File: config.mk
export PLATFORM = sky130hd
export DESIGN_NAME = arp_cache_learn_reply_age
export DESIGN_NICKNAME = d
export VERILOG_FILES = /design/src/design/arpc_pkg.sv /design/src/design/arpc_front.sv /design/src/design/arpc_back.sv /design/src/design/arp_cache_learn_reply_age.sv
export SDC_FILE = /design/constraint.sdc
export NUM_CORES = 2
export LEC_CHECK = 0
export ABC_AREA = 1
export BUFFER_PORTS_ARGS = -buffer_cell sky130_fd_sc_hd__buf_4
export CELL_PAD_IN_SITES_DETAIL_PLACEMENT = 1
export CELL_PAD_IN_SITES_GLOBAL_PLACEMENT = 2
export CORE_ASPECT_RATIO = 0.8
export CORE_MARGIN = 5
export CORE_UTILIZATION = 40
export DETAILED_ROUTE_END_ITERATION = 10
export PLACE_DENSITY_LB_ADDON = 0.25
export SLEW_MARGIN = 20
export SYNTH_ARGS = -nofsm -noshare
export SYNTH_HDL_FRONTEND = slang
export SYNTH_HIERARCHICAL = 1
export SYNTH_SLANG_ARGS = --single-unit
export TNS_END_PERCENT = 50
File: constraint.sdc
create_clock -name clk -period 70.6 [get_ports clk]
set_clock_uncertainty 0.1 [all_clocks]
set_input_delay 7.06 -clock clk [delete_from_list [all_inputs] [get_ports clk]]
set_output_delay 7.06 -clock clk [all_outputs]
set_load 0.005 [all_outputs]
File: src/design/arpc_pkg.sv
// ----------------------------------------------------------------------------
// arpc_pkg
// Shared types and constants for the ARP cache block.
// ----------------------------------------------------------------------------
package arpc_pkg;

  localparam int TableDepth  = 16;
  localparam int OwnIpSlots  = 4;
  localparam int MaxResults  = 64;
  localparam int IdxW        = $clog2(TableDepth);
  localparam int CntW        = $clog2(TableDepth + 1);
  localparam int QueueDepth  = 2;

  localparam logic [15:0] EtherArp   = 16'h0806;
  localparam logic [15:0] OpRequest  = 16'h0001;
  localparam logic [15:0] OpReply    = 16'h0002;
  localparam logic [47:0] BroadcastHw = 48'hFFFF_FFFF_FFFF;

  typedef enum logic [1:0] {
    KIND_PACKET = 2'd0,
    KIND_TICK   = 2'd1,
    KIND_BY_IP  = 2'd2,
    KIND_BY_MAC = 2'd3
  } kind_t;

  typedef enum logic [1:0] {
    RES_REPLY   = 2'd0,
    RES_REQUEST = 2'd1,
    RES_LOOKUP  = 2'd2
  } res_kind_t;

  typedef enum logic [2:0] {
    CFG_OWN_MAC     = 3'd0,
    CFG_OWN_IP_0    = 3'd1,
    CFG_OWN_IP_1    = 3'd2,
    CFG_OWN_IP_2    = 3'd3,
    CFG_OWN_IP_3    = 3'd4,
    CFG_OWN_IP_CNT  = 3'd5,
    CFG_REFRESH_AGE = 3'd6,
    CFG_DELETE_AGE  = 3'd7
  } cfg_idx_t;

  // classified command handed from front to back
  typedef enum logic [3:0] {
    CMD_LEARN  = 4'b0001,
    CMD_REPLY  = 4'b0010,
    CMD_TICK   = 4'b0100,
    CMD_LOOKUP = 4'b1000
  } cmd_t;

  typedef struct packed {
    cmd_t        cmd;
    logic        by_ip;
    logic [47:0] hw;
    logic [31:0] ip;
    logic [31:0] tp;
  } req_t;

  typedef struct packed {
    logic [1:0]  result_kind;
    logic [47:0] dest_hw;
    logic [31:0] out_sender_proto;
    logic [47:0] out_target_hw;
    logic [31:0] out_target_proto;
    logic        found;
    logic [31:0] found_ip;
    logic [47:0] found_mac;
    logic        last;
  } res_t;

endpackage

File: src/design/arpc_front.sv
// ----------------------------------------------------------------------------
// arpc_front
// Accepts input requests, filters packets and classifies them into commands.
// ----------------------------------------------------------------------------
module arpc_front (
  input  logic               clk,
  input  logic               rst,
  input  logic               in_valid,
  output logic               in_stall,
  input  logic [1:0]         kind,
  input  logic [15:0]        ether_type,
  input  logic [15:0]        arp_opcode,
  input  logic [47:0]        sender_hw,
  input  logic [31:0]        sender_proto,
  input  logic [31:0]        target_proto,
  input  logic               accept_any,
  input  logic [31:0]        query_ip,
  input  logic [47:0]        query_mac,
  input  logic [31:0]        own_ip [arpc_pkg::OwnIpSlots],
  input  logic [2:0]         own_ip_count,
  output logic               q_valid,
  input  logic               q_pop,
  output arpc_pkg::req_t     q_head
);
  import arpc_pkg::*;

  localparam int QW = $clog2(QueueDepth + 1);

  req_t          queue [QueueDepth];
  logic [QW-1:0] fill;
  logic          allow;
  logic          keep;
  logic          push;
  req_t          cls;
  logic [2:0]    slots;

  always_comb begin
    slots = (own_ip_count > 3'(OwnIpSlots)) ? 3'(OwnIpSlots) : own_ip_count;
    allow = accept_any;
    for (int s = 0; s < OwnIpSlots; s++) begin
      if (3'(s) < slots && own_ip[s] == target_proto) allow = 1'b1;
    end
    cls = '0;
    keep = 1'b0;
    cls.hw = sender_hw;
    cls.ip = sender_proto;
    cls.tp = target_proto;
    unique case (kind_t'(kind))
      KIND_PACKET: begin
        cls.cmd = (arp_opcode == OpRequest) ? CMD_REPLY : CMD_LEARN;
        // learning matches entries on the sender IP
        cls.by_ip = 1'b1;
        keep = (ether_type == EtherArp) && allow &&
               (arp_opcode == OpRequest || arp_opcode == OpReply);
      end
      KIND_TICK: begin
        cls.cmd = CMD_TICK;
        keep = 1'b1;
      end
      KIND_BY_IP, KIND_BY_MAC: begin
        cls.cmd = CMD_LOOKUP;
        cls.by_ip = (kind_t'(kind) == KIND_BY_IP);
        cls.ip = query_ip;
        cls.hw = query_mac;
        keep = 1'b1;
      end
      default: keep = 1'b0;
    endcase
  end

  assign in_stall = (fill == QW'(QueueDepth));
  assign push     = in_valid && !in_stall && keep;
  assign q_valid  = (fill != '0);
  assign q_head   = queue[0];

  always_ff @(posedge clk) begin
    if (rst) begin
      fill <= '0;
    end else begin
      fill <= fill + QW'(push) - QW'(q_pop);
    end
  end

  // shift-out queue; head always at slot 0
  always_ff @(posedge clk) begin
    for (int i = 0; i < QueueDepth; i++) begin
      if (q_pop) begin
        if (i + 1 < QueueDepth) queue[i] <= queue[(i + 1) % QueueDepth];
        if (push && QW'(i) == fill - QW'(1)) queue[i] <= cls;
      end else if (push && QW'(i) == fill) begin
        queue[i] <= cls;
      end
    end
  end

`ifndef ASSERT_OFF
  a_no_pop_empty: assert property (@(posedge clk) disable iff (rst) q_pop |-> q_valid)
    else $error("pop from empty queue");
  a_fill_bound: assert property (@(posedge clk) disable iff (rst)
    fill <= QW'(QueueDepth)) else $error("queue overfill");
  a_stall_full: assert property (@(posedge clk) disable iff (rst)
    (fill == QW'(QueueDepth) && !q_pop) |=> in_stall) else $error("stall lost");
`endif

endmodule

File: src/design/arpc_back.sv
// ----------------------------------------------------------------------------
// arpc_back
// Carries out commands one at a time, walking the entry table entry by entry.
// ----------------------------------------------------------------------------
module arpc_back (
  input  logic               clk,
  input  logic               rst,
  input  logic               q_valid,
  output logic               q_pop,
  input  arpc_pkg::req_t     q_head,
  input  logic [31:0]        own_ip [arpc_pkg::OwnIpSlots],
  input  logic [2:0]         own_ip_count,
  input  logic [15:0]        refresh_age,
  input  logic [15:0]        delete_age,
  output logic               out_valid,
  input  logic               out_stall,
  output arpc_pkg::res_t     out_res
);
  import arpc_pkg::*;

  typedef enum logic [5:0] {
    ST_IDLE  = 6'b000001,
    ST_SCAN  = 6'b000010,
    ST_TICK  = 6'b000100,
    ST_REQ   = 6'b001000,
    ST_SHIFT = 6'b010000,
    ST_EMIT  = 6'b100000
  } state_t;

  state_t          state;
  req_t            cur;
  logic [31:0]     e_ip  [TableDepth];
  logic [47:0]     e_mac [TableDepth];
  logic [15:0]     e_age [TableDepth];
  logic [CntW-1:0] count;
  logic [CntW-1:0] idx;
  logic [CntW-1:0] sh;
  logic [2:0]      slot;
  logic [6:0]      nres;
  logic [15:0]     age_inc;
  logic [2:0]      slots;
  logic [IdxW-1:0] ix;
  logic [IdxW-1:0] shx;
  logic            hit;
  logic            obuf_free;
  logic            del;
  logic            req_emit;
  logic            load;
  // pending result: the final one sends once the scan or tick is over
  res_t            pend;
  logic            pend_v;

  assign ix  = idx[IdxW-1:0];
  assign shx = sh[IdxW-1:0];
  assign slots = (own_ip_count > 3'(OwnIpSlots)) ? 3'(OwnIpSlots) : own_ip_count;
  assign age_inc = (e_age[ix] == 16'hFFFF) ? e_age[ix] : e_age[ix] + 16'd1;
  assign hit = cur.by_ip ? (e_ip[ix] == cur.ip) : (e_mac[ix] == cur.hw);
  assign obuf_free = !out_valid || !out_stall;
  assign del = e_age[ix] > delete_age;
  assign req_emit = (e_age[ix] > refresh_age) && (slot < slots) &&
                    (nres < 7'(MaxResults));
  // pend moves into the output register
  assign load = obuf_free && pend_v &&
                ((state == ST_IDLE) || (state == ST_REQ && req_emit));
  assign q_pop = (state == ST_IDLE) && q_valid && !pend_v;

  function automatic res_t mk_req(input logic [31:0] sp, input logic [31:0] tp);
    res_t r;
    r = '0;
    r.result_kind = RES_REQUEST;
    r.dest_hw = BroadcastHw;
    r.out_sender_proto = sp;
    r.out_target_proto = tp;
    return r;
  endfunction

  function automatic res_t mk_reply(input logic [47:0] hw, input logic [31:0] sp,
                                    input logic [31:0] tp);
    res_t r;
    r = '0;
    r.result_kind = RES_REPLY;
    r.dest_hw = hw;
    r.out_sender_proto = sp;
    r.out_target_hw = hw;
    r.out_target_proto = tp;
    return r;
  endfunction

  function automatic res_t mk_lookup(input logic f, input logic [31:0] ip,
                                     input logic [47:0] mac);
    res_t r;
    r = '0;
    r.result_kind = RES_LOOKUP;
    r.found = f;
    r.found_ip = ip;
    r.found_mac = mac;
    return r;
  endfunction

  function automatic res_t with_last(input res_t r);
    res_t o;
    o = r;
    o.last = 1'b1;
    return o;
  endfunction

  // output register; the final result of a command leaves from idle
  always_ff @(posedge clk) begin
    if (rst) begin
      out_valid <= 1'b0;
    end else if (load) begin
      out_valid <= 1'b1;
    end else if (!out_stall) begin
      out_valid <= 1'b0;
    end
  end

  always_ff @(posedge clk) begin
    if (load) out_res <= (state == ST_IDLE) ? with_last(pend) : pend;
  end

  always_ff @(posedge clk) begin
    if (rst) begin
      state <= ST_IDLE;
      count <= '0;
      pend_v <= 1'b0;
    end else begin
      unique case (state)
        ST_IDLE: begin
          if (pend_v && obuf_free) begin
            pend_v <= 1'b0;
          end else if (q_pop) begin
            cur <= q_head;
            idx <= '0;
            slot <= '0;
            nres <= '0;
            if (q_head.cmd == CMD_TICK) state <= ST_TICK;
            else state <= ST_SCAN;
            if (q_head.cmd == CMD_REPLY) begin
              pend <= mk_reply(q_head.hw, q_head.tp, q_head.ip);
              pend_v <= 1'b1;
            end
          end
        end
        ST_SCAN: begin
          if (idx < count && hit) begin
            if (cur.cmd == CMD_LOOKUP) begin
              pend <= mk_lookup(1'b1, e_ip[ix], e_mac[ix]);
              pend_v <= 1'b1;
            end else begin
              e_mac[ix] <= cur.hw;
              e_age[ix] <= '0;
            end
            state <= ST_IDLE;
          end else if (idx >= count || idx == CntW'(TableDepth)) begin
            if (cur.cmd == CMD_LOOKUP) begin
              pend <= mk_lookup(1'b0, '0, '0);
              pend_v <= 1'b1;
            end else if (count < CntW'(TableDepth)) begin
              e_ip[count[IdxW-1:0]] <= cur.ip;
              e_mac[count[IdxW-1:0]] <= cur.hw;
              e_age[count[IdxW-1:0]] <= '0;
              count <= count + CntW'(1);
            end
            state <= ST_IDLE;
          end else begin
            idx <= idx + CntW'(1);
          end
        end
        ST_TICK: begin
          if (idx >= count) begin
            state <= ST_IDLE;
          end else begin
            e_age[ix] <= age_inc;
            slot <= '0;
            state <= ST_REQ;
          end
        end
        ST_REQ: begin
          // age already bumped; emit requests then maybe delete
          if (req_emit) begin
            if (obuf_free || !pend_v) begin
              pend <= mk_req(own_ip[slot[1:0]], e_ip[ix]);
              pend_v <= 1'b1;
              nres <= nres + 7'd1;
              slot <= slot + 3'd1;
            end
          end else if (del) begin
            sh <= idx;
            state <= ST_SHIFT;
          end else begin
            idx <= idx + CntW'(1);
            state <= ST_TICK;
          end
        end
        ST_SHIFT: begin
          if (sh + CntW'(1) < count) begin
            e_ip[shx]  <= e_ip[shx + IdxW'(1)];
            e_mac[shx] <= e_mac[shx + IdxW'(1)];
            e_age[shx] <= e_age[shx + IdxW'(1)];
            sh <= sh + CntW'(1);
          end else begin
            count <= count - CntW'(1);
            state <= ST_TICK;
          end
        end
        ST_EMIT: state <= ST_IDLE;
        default: state <= ST_IDLE;
      endcase
    end
  end

`ifndef ASSERT_OFF
  a_count_bound: assert property (@(posedge clk) disable iff (rst)
    count <= CntW'(TableDepth)) else $error("count overflow");
  a_pop_idle: assert property (@(posedge clk) disable iff (rst)
    q_pop |=> (state != ST_IDLE || pend_v || $past(q_head.cmd) == CMD_LEARN))
    else $error("popped command dropped");
  a_out_hold: assert property (@(posedge clk) disable iff (rst)
    (out_valid && out_stall) |=> out_valid) else $error("result lost");
`endif

endmodule

File: src/design/arp_cache_learn_reply_age.sv
// ----------------------------------------------------------------------------
// arp_cache_learn_reply_age
// ARP cache: learns from packets, answers requests and lookups, ages entries.
// ----------------------------------------------------------------------------
// Use: the input channel (in_valid/in_stall) takes one request per packet,
// tick or lookup. The output channel (out_valid/out_stall) delivers results;
// `last` marks the final result of one request. A plain write port sets the
// own addresses and age limits; the user must write it only while the block
// is idle, the block does not enforce this. Front end filters and classifies
// requests into a two-entry queue; the back end walks the 16-entry table
// entry by entry. A learn or lookup scans the table; a lookup's result passes
// from the pending slot into the output register. A tick bumps each entry's
// age, emits refresh requests and on deletion shifts later entries down. The
// back end handles one command at a time; the queue lets two more requests
// in meanwhile. Reset clears the table count and own addresses and sets the
// age limits to 60 and 120; table contents need no clear. A stalled result
// holds in the output register; the back end waits.
// ----------------------------------------------------------------------------
module arp_cache_learn_reply_age (
  input  logic        clk,
  input  logic        rst,
  input  logic        in_valid,
  output logic        in_stall,
  input  logic [1:0]  kind,
  input  logic [15:0] ether_type,
  input  logic [15:0] arp_opcode,
  input  logic [47:0] sender_hw,
  input  logic [31:0] sender_proto,
  input  logic [31:0] target_proto,
  input  logic        accept_any,
  input  logic [31:0] query_ip,
  input  logic [47:0] query_mac,
  input  logic        cfg_we,
  input  logic [2:0]  cfg_index,
  input  logic [47:0] cfg_data,
  output logic        out_valid,
  input  logic        out_stall,
  output logic [1:0]  result_kind,
  output logic [47:0] dest_hw,
  output logic [31:0] out_sender_proto,
  output logic [47:0] out_target_hw,
  output logic [31:0] out_target_proto,
  output logic        found,
  output logic [31:0] found_ip,
  output logic [47:0] found_mac,
  output logic        last
);
  import arpc_pkg::*;

  logic [47:0] own_mac;
  logic [31:0] own_ip [OwnIpSlots];
  logic [2:0]  own_ip_count;
  logic [15:0] refresh_age;
  logic [15:0] delete_age;
  logic        q_valid;
  logic        q_pop;
  req_t        q_head;
  res_t        res;

  // config registers; own_mac is kept but feeds no result
  always_ff @(posedge clk) begin
    if (rst) begin
      own_mac <= '0;
      for (int i = 0; i < OwnIpSlots; i++) own_ip[i] <= '0;
      own_ip_count <= '0;
      refresh_age <= 16'd60;
      delete_age <= 16'd120;
    end else if (cfg_we) begin
      unique case (cfg_idx_t'(cfg_index))
        CFG_OWN_MAC:     own_mac <= cfg_data;
        CFG_OWN_IP_0:    own_ip[0] <= cfg_data[31:0];
        CFG_OWN_IP_1:    own_ip[1] <= cfg_data[31:0];
        CFG_OWN_IP_2:    own_ip[2] <= cfg_data[31:0];
        CFG_OWN_IP_3:    own_ip[3] <= cfg_data[31:0];
        CFG_OWN_IP_CNT:  own_ip_count <= cfg_data[2:0];
        CFG_REFRESH_AGE: refresh_age <= cfg_data[15:0];
        CFG_DELETE_AGE:  delete_age <= cfg_data[15:0];
        default: ;
      endcase
    end
  end

  arpc_front u_front (
    .clk, .rst, .in_valid, .in_stall, .kind, .ether_type, .arp_opcode,
    .sender_hw, .sender_proto, .target_proto, .accept_any, .query_ip,
    .query_mac, .own_ip, .own_ip_count, .q_valid, .q_pop, .q_head
  );

  arpc_back u_back (
    .clk, .rst, .q_valid, .q_pop, .q_head, .own_ip, .own_ip_count,
    .refresh_age, .delete_age, .out_valid, .out_stall, .out_res(res)
  );

  assign result_kind      = res.result_kind;
  assign dest_hw          = res.dest_hw;
  assign out_sender_proto = res.out_sender_proto;
  assign out_target_hw    = res.out_target_hw;
  assign out_target_proto = res.out_target_proto;
  assign found            = res.found;
  assign found_ip         = res.found_ip;
  assign found_mac        = res.found_mac ^ (own_mac & 48'h0);
  assign last             = res.last;

`ifndef ASSERT_OFF
  a_res_kind: assert property (@(posedge clk) disable iff (rst)
    out_valid |-> (result_kind != 2'd3)) else $error("bad result kind");
  a_found_lookup: assert property (@(posedge clk) disable iff (rst)
    (out_valid && found) |-> (result_kind == RES_LOOKUP)) else $error("found on send");
  a_lookup_last: assert property (@(posedge clk) disable iff (rst)
    (out_valid && result_kind == RES_LOOKUP) |-> last) else $error("lookup not last");
`endif

endmodule
# Word-level counts from Yosys, hierarchy flattened
# Memories as Yosys holds them, arrays and structs flattened. A register that Yosys moved wholly into a read port is not among the register bits.
# Index checks and enable logic that the tools add are counted.
# totals
register_bits,771
ram_bits,1770
inputBits,283
elab_cells,322
memories,4
# op_classes
addsub,11
order_cmp,14
eq_ne,53
muxes,133
bitwise,7
n_reduce_logical,62
# mem_list
name,words,width,read_ports,rd_ports_with_merged_regs,write_ports,line_no,text
u_back.e_mac,16,48,2,1,1,arpc_back.sv:33,logic [47:0] e_mac [TableDepth];
u_back.e_ip,16,32,2,1,1,arpc_back.sv:32,logic [31:0] e_ip [TableDepth];
u_back.e_age,16,16,2,1,1,arpc_back.sv:34,logic [15:0] e_age [TableDepth];
u_front.queue,2,117,2,0,1,arpc_front.sv:29,req_t queue [QueueDepth];
# ops
operator,count
2-to-1 mux 244 bit,9
one-hot mux 244 bit (3 select lines),1
2-to-1 mux 117 bit,4
== test 32 bit,5
OR reduction 117 bit,1
2-to-1 mux 32 bit,3
2-to-1 mux 48 bit,2
OR reduction 48 bit,2
2-to-1 mux 80 bit,1
2-to-1 mux 5 bit,15
binary-select mux 32 bit (select 2 bit),1
2-to-1 mux 16 bit,4
2-to-1 mux 1 bit,56
== test 48 bit,1
2-to-1 mux 4 bit,9
2-to-1 mux 6 bit,6
greater-than comparator 16 bit,2
OR reduction 16 bit,2
OR reduction 32 bit,1
one-hot mux 6 bit (5 select lines),1
2-to-1 mux 7 bit,4
"inequality test 2 bit, second input constant",11
2-to-1 mux 3 bit,7
logical AND 1 bit,20
other kinds (65),112

# Depth between registers and ports, before layout
# logic_depth
depth_word,19
ltp_mapped,27
mapped_depth_nobuf,24

# Modules after synthesis
# The synthesis kept the hierarchy.
# modules_own_cells
mod,n_inst,cells_each,area_per_inst_um2,seq_area_each_um2
arpc_back,1,10127,101742.6,64221.6
arpc_front,1,1287,11976.5,7066.8
arp_cache_learn_reply_age,1,927,6513.7,3263.1

# Least setup slack after synthesis
# OpenSTA, ideal clock, no wires.
# synth_path
path_type,input to register
startpoint,in out_stall
endpoint,"reg u_back/pend[100] in the netlist's numbering, enable pin"
setup_ns,1.443
arrival_time_ns,30.514
required_ns,69.057
slack_ns,38.544
cell_stages,5
path_buffers,0
path_cell_list,nand2_1 > inv_1 > nand2_1 > a21oi_1 > nor4_1
# synth_between
elab_chain_len,5
elab_cells_between_ends,7
# synth_lines
element,line_no,text
"start, declared",arp_cache_learn_reply_age.sv:37,"input logic out_stall,"
zero test 1 bit *,arpc_back.sv:58,assign obuf_free = !out_valid || !out_stall;
logical OR 1 bit *,arpc_back.sv:58,
logical AND 1 bit / logical OR 1 bit (equally long branches),"arpc_back.sv:130, arpc_back.sv:182",
inequality test 2 bit (no line),--,
AND reduction 9 bit (no line) *,--,
"end signal, assigned",arpc_back.sv:140,"pend <= mk_reply(q_head.hw, q_head.tp, q_head.ip);"
"end signal, assigned",arpc_back.sv:148,"pend <= mk_lookup(1'b1, e_ip[ix], e_mac[ix]);"
"end signal, assigned",arpc_back.sv:157,"pend <= mk_lookup(1'b0, '0, '0);"
"end, declared",arpc_back.sv:50,res_t pend;
# Every way passes the cells marked *; elsewhere a longest branch is shown, timed or not.
# A chain may end at the register's enable or synchronous reset.

# Worst setup path in the final report
# layout_path
startpoint,in target_proto[29]
endpoint,"mem u_front/queue[0][53] in the netlist's numbering, enable pin"
# layout_between
elab_chain_len,17
elab_cells_between_ends,38
# layout_lines
element,line_no,text
"start, declared",arp_cache_learn_reply_age.sv:29,"input logic [31:0] target_proto,"
== test 32 bit,arpc_front.sv:41,if (3'(s) < slots && own_ip[s] == target_proto) allow = 1'b1;
logical AND 1 bit,arpc_front.sv:41,
2-to-1 mux 1 bit (3 in a row),arpc_front.sv:41,
2-to-1 mux 1 bit *,arpc_front.sv:41,
logical AND 1 bit * (2 in a row),arpc_front.sv:53,keep = (ether_type == EtherArp) && allow &&
one-hot mux 1 bit (2 select lines) *,arpc_front.sv:48,unique case (kind_t'(kind))
logical AND 1 bit *,arpc_front.sv:72,assign push = in_valid && !in_stall && keep;
logical AND 1 bit (on tied branches),"arpc_front.sv:89, arpc_front.sv:90",
2-to-1 mux 1 bit (on tied branches),"arpc_front.sv:89, arpc_front.sv:90",
2-to-1 mux 1 bit,arpc_front.sv:87,if (q_pop) begin
2-to-1 mux 1 bit (on tied branches),"arpc_front.sv:89, arpc_front.sv:91",
bitwise OR 1 bit (no line),--,
OR reduction 117 bit (no line) / bitwise OR 1 bit (equally long branches),--,
2-to-1 mux 1 bit (no line),--,
"end, declared",arpc_front.sv:29,
# Marked as above.

==> results.cfg <==
[layout]
syn_to_final_growth_pct = 13.8
nets = 12882
final_core_utilization = 0.456
finalNonFillerCells = 16773
layout-drive-gt1-share = 0.100
final_area_um2 = 137000

[global_route]
antenna_found_initial = 17
grtUsageTotal = 0.279
overflow = 0
grt_max_degree = 194
grt_pass1_vias = 99558
grt_pass1_wl_mm = 654

[worst_setup_path]
cp_data_required_time_ns = 70.98
endpoint_kind = flop
r2r-end = u_back/pend[234]$_DFFE_PP_
rr_worst_depth = 25
worstSetupPathType = input port to flop
worstSetupStartpointType = input port
cp_max_fo = 60
crit_arrival_ns = 11.32
r2r_slack_ns = 61.20

[synthesis]
synth_ff_type = edfxtp_1
synthCells = 12341
yosysWarnings = 6
synth_seq_cells = 2543
synth.top_cell.area_share = 0.590
synth_top_cells_by_count = 2535 x nand2_1, 2362 x edfxtp_1, 1668 x nand3_1
synth_area_leaders = edfxtp_1 59%, nand2_1 7.9%, nand3_1 6.9%, o21ai_0 4.8%, inv_1 3.9%
async_flop_share = 0
synth_top_area_cell = edfxtp_1
synth_area_per_cell_um2 = 9.74
ys_seq_area_frac = 0.620
syn_area_um2 = 120000
yosysMostFrequentCell = nand2_1
yosysUniqueCellTypes = 52
synthesis.nets = 12679
synth_enable_flop_cells = 2362

[clocking]
clk_latency_ns = 0.89
cts_setup_buffers = 0
cts_buffer_depth = 4
clkSinkCount = 2543
clkTransAtPathRegs_ns = 0.06
cts-buffers-inserted = 283
clockRootBuffer = clkbuf_16
cts_max_level = 5
postCtsHoldBufs = 0
cts_tree = yes
cts_resized = 0

[place]
place_inst = 16261
dpl.hpwl_mm = 263
place_area_um2 = 128000
portBuffers = 512
place_congestion = 0.823

[power_and_ir_drop]
p_per_area_nw_per_um2 = 36.2
ir_worst_vdd_v = 0.0000386
leakage_nw = 51.9
p_total_mw = 4.95

[sta]
worst_slew_pin_slew_ns = 1.22
setup-violations-final = 0
finalHoldViolations = 0
min_period_over_period = 0.155
timing.final.crit_period_ns = 10.94
timing.fmax_mhz = 91.4
fin_tns_setup_ns = 0
rsz0062_at_grt = no
max-slew-margin-rel = 0.187
drv_slew = 0

[detailed_routing]
wl_mm = 451
drc = 0
routedWlPerCell_um = 26.9
ant_nets = 0
route.met3.wl_mm = 28.2
first_iter_violations = 8848
wl_met1_mm = 192
num_vias = 96047
dr_wl_met2_mm = 212
via_per_inst = 5.73
highest_layer = met4
drt_pre_antenna_iters = 5

[run_status]
run_status = complete, no violations

[min_path]
min_path_type = flop to flop
holdPathEnd = u_back/out_res[217]$_DFFE_PP_
hold_depth = 0
min-delay-start = u_back/pend[217]$_DFFE_PP_

[floorplanning]
row_count = 180
io_pins = 529
fp.dieH_um = 500
core_area_um2 = 300000
start_util = 0.401
die-width_um = 623
die-area_um2 = 312000

[run]
max_cap_violations = 0
-- sequential cells by signal (all words and copies together), names as in the netlist, 16 cells and up, named ones only --
name            count
u_back/e_mac      768
u_back/e_ip       512
u_back/e_age      256
u_back/out_res    244
u_back/pend       243
u_front/queue     234
own_ip            128
u_back/cur         85
delete_age         16
refresh_age        16
-- how the worst max path moves through the flow --
stage                           startpoint                              end  cells after the start
final                     target_proto[29]   u_front/queue[0][53]$_DFFE_PP_                     15
after global placement    target_proto[29]   u_front/queue[0][59]$_DFFE_PP_                     15
after detailed placement  target_proto[29]   u_front/queue[0][59]$_DFFE_PP_                     15
after global routing      target_proto[29]   u_front/queue[0][52]$_DFFE_PP_                     15
after floorplan                  out_stall       u_back/pend[100]$_DFFE_PP_                      5
after CTS                 target_proto[29]  u_front/queue[0][105]$_DFFE_PP_                     15
-- metrics by stage --
step                worst slack (ns)  hold WS, ns
detailed placement             58.49        0.306
global route                   59.48        0.298
CTS                            59.40        0.274
global placement               58.54        0.302
finish                         59.66        0.279
floorplan                      38.54        0.300
-- final cells by class --
type	count	area (um2)
repair buffers	780	6080
inverters	1254	4770
multi-input cells	7682	37500
clock inverters	124	1020
well taps	4004	5010
diodes	8	20.0
clock buffers	378	7780
fillers	33369	163000
flip-flops and latches	2543	74600
-- kinds of logic after synthesis --
kind of cell    Yosys count  share of synthesized area
buf+inv                2116                     0.0710
compound gates         2668                      0.123
simple gates           4845                      0.171
fa+ha+maj                55                    0.00579
xor+xnor                114                    0.00830
flops                  2543                      0.620
-- cell usage in the layout, fill, tap and decap left out, types with 19 or more instances in the layout --
master	netlist	final
or2_2	24	24
nor2_4	4	39
o21ai_1	45	45
ha_1	54	53
nor2_1	530	498
a21oi_1	909	908
clkbuf_1	450	74
inv_1	1240	1234
edfxtp_1	2362	2362
o211ai_1	494	494
buf_4	34	763
nor3_1	28	19
clkinv_1	3	55
xor2_1	30	28
nand3_1	1668	1668
a32o_1	32	32
nand2_1	2535	2534
clkbuf_16	0	295
dfxtp_1	181	177
o21ai_0	1158	1158
xnor2_1	84	84
clkinv_2	0	40
-- power breakdown --
part	leakage (nW)	internal [mW]	total [mW]	switching (mW)
clock network	4.29	0.826	1.44	0.612
registers	22.9	1.90	2.05	0.143
logic	24.7	0.389	1.46	1.08
total	51.9	3.12	4.95	1.83
-- worst max-delay path, stage by stage --
cell and delay, ns:
buf_4 0.15, xnor2_1 0.44, nand2_1 0.11, nor2_1 0.25, nand2_1 0.08, nor2_1 0.11, nand3_1 0.07, nand2_1 0.06
nor2_1 0.04, nand3_1 0.19, nand2_1 0.10, nand2_2 0.11, nand4_4 0.77, nand2_8 0.91, buf_4 0.77
-- metal layers --
layer	GRT usage	up-vias
met5	0	-
met4	0.107	0
met3	0.0330	821
met2	0.460	3296
met1	0.378	48724
li1	-	43206
Note: power is estimated with default switching activity, not from simulation.
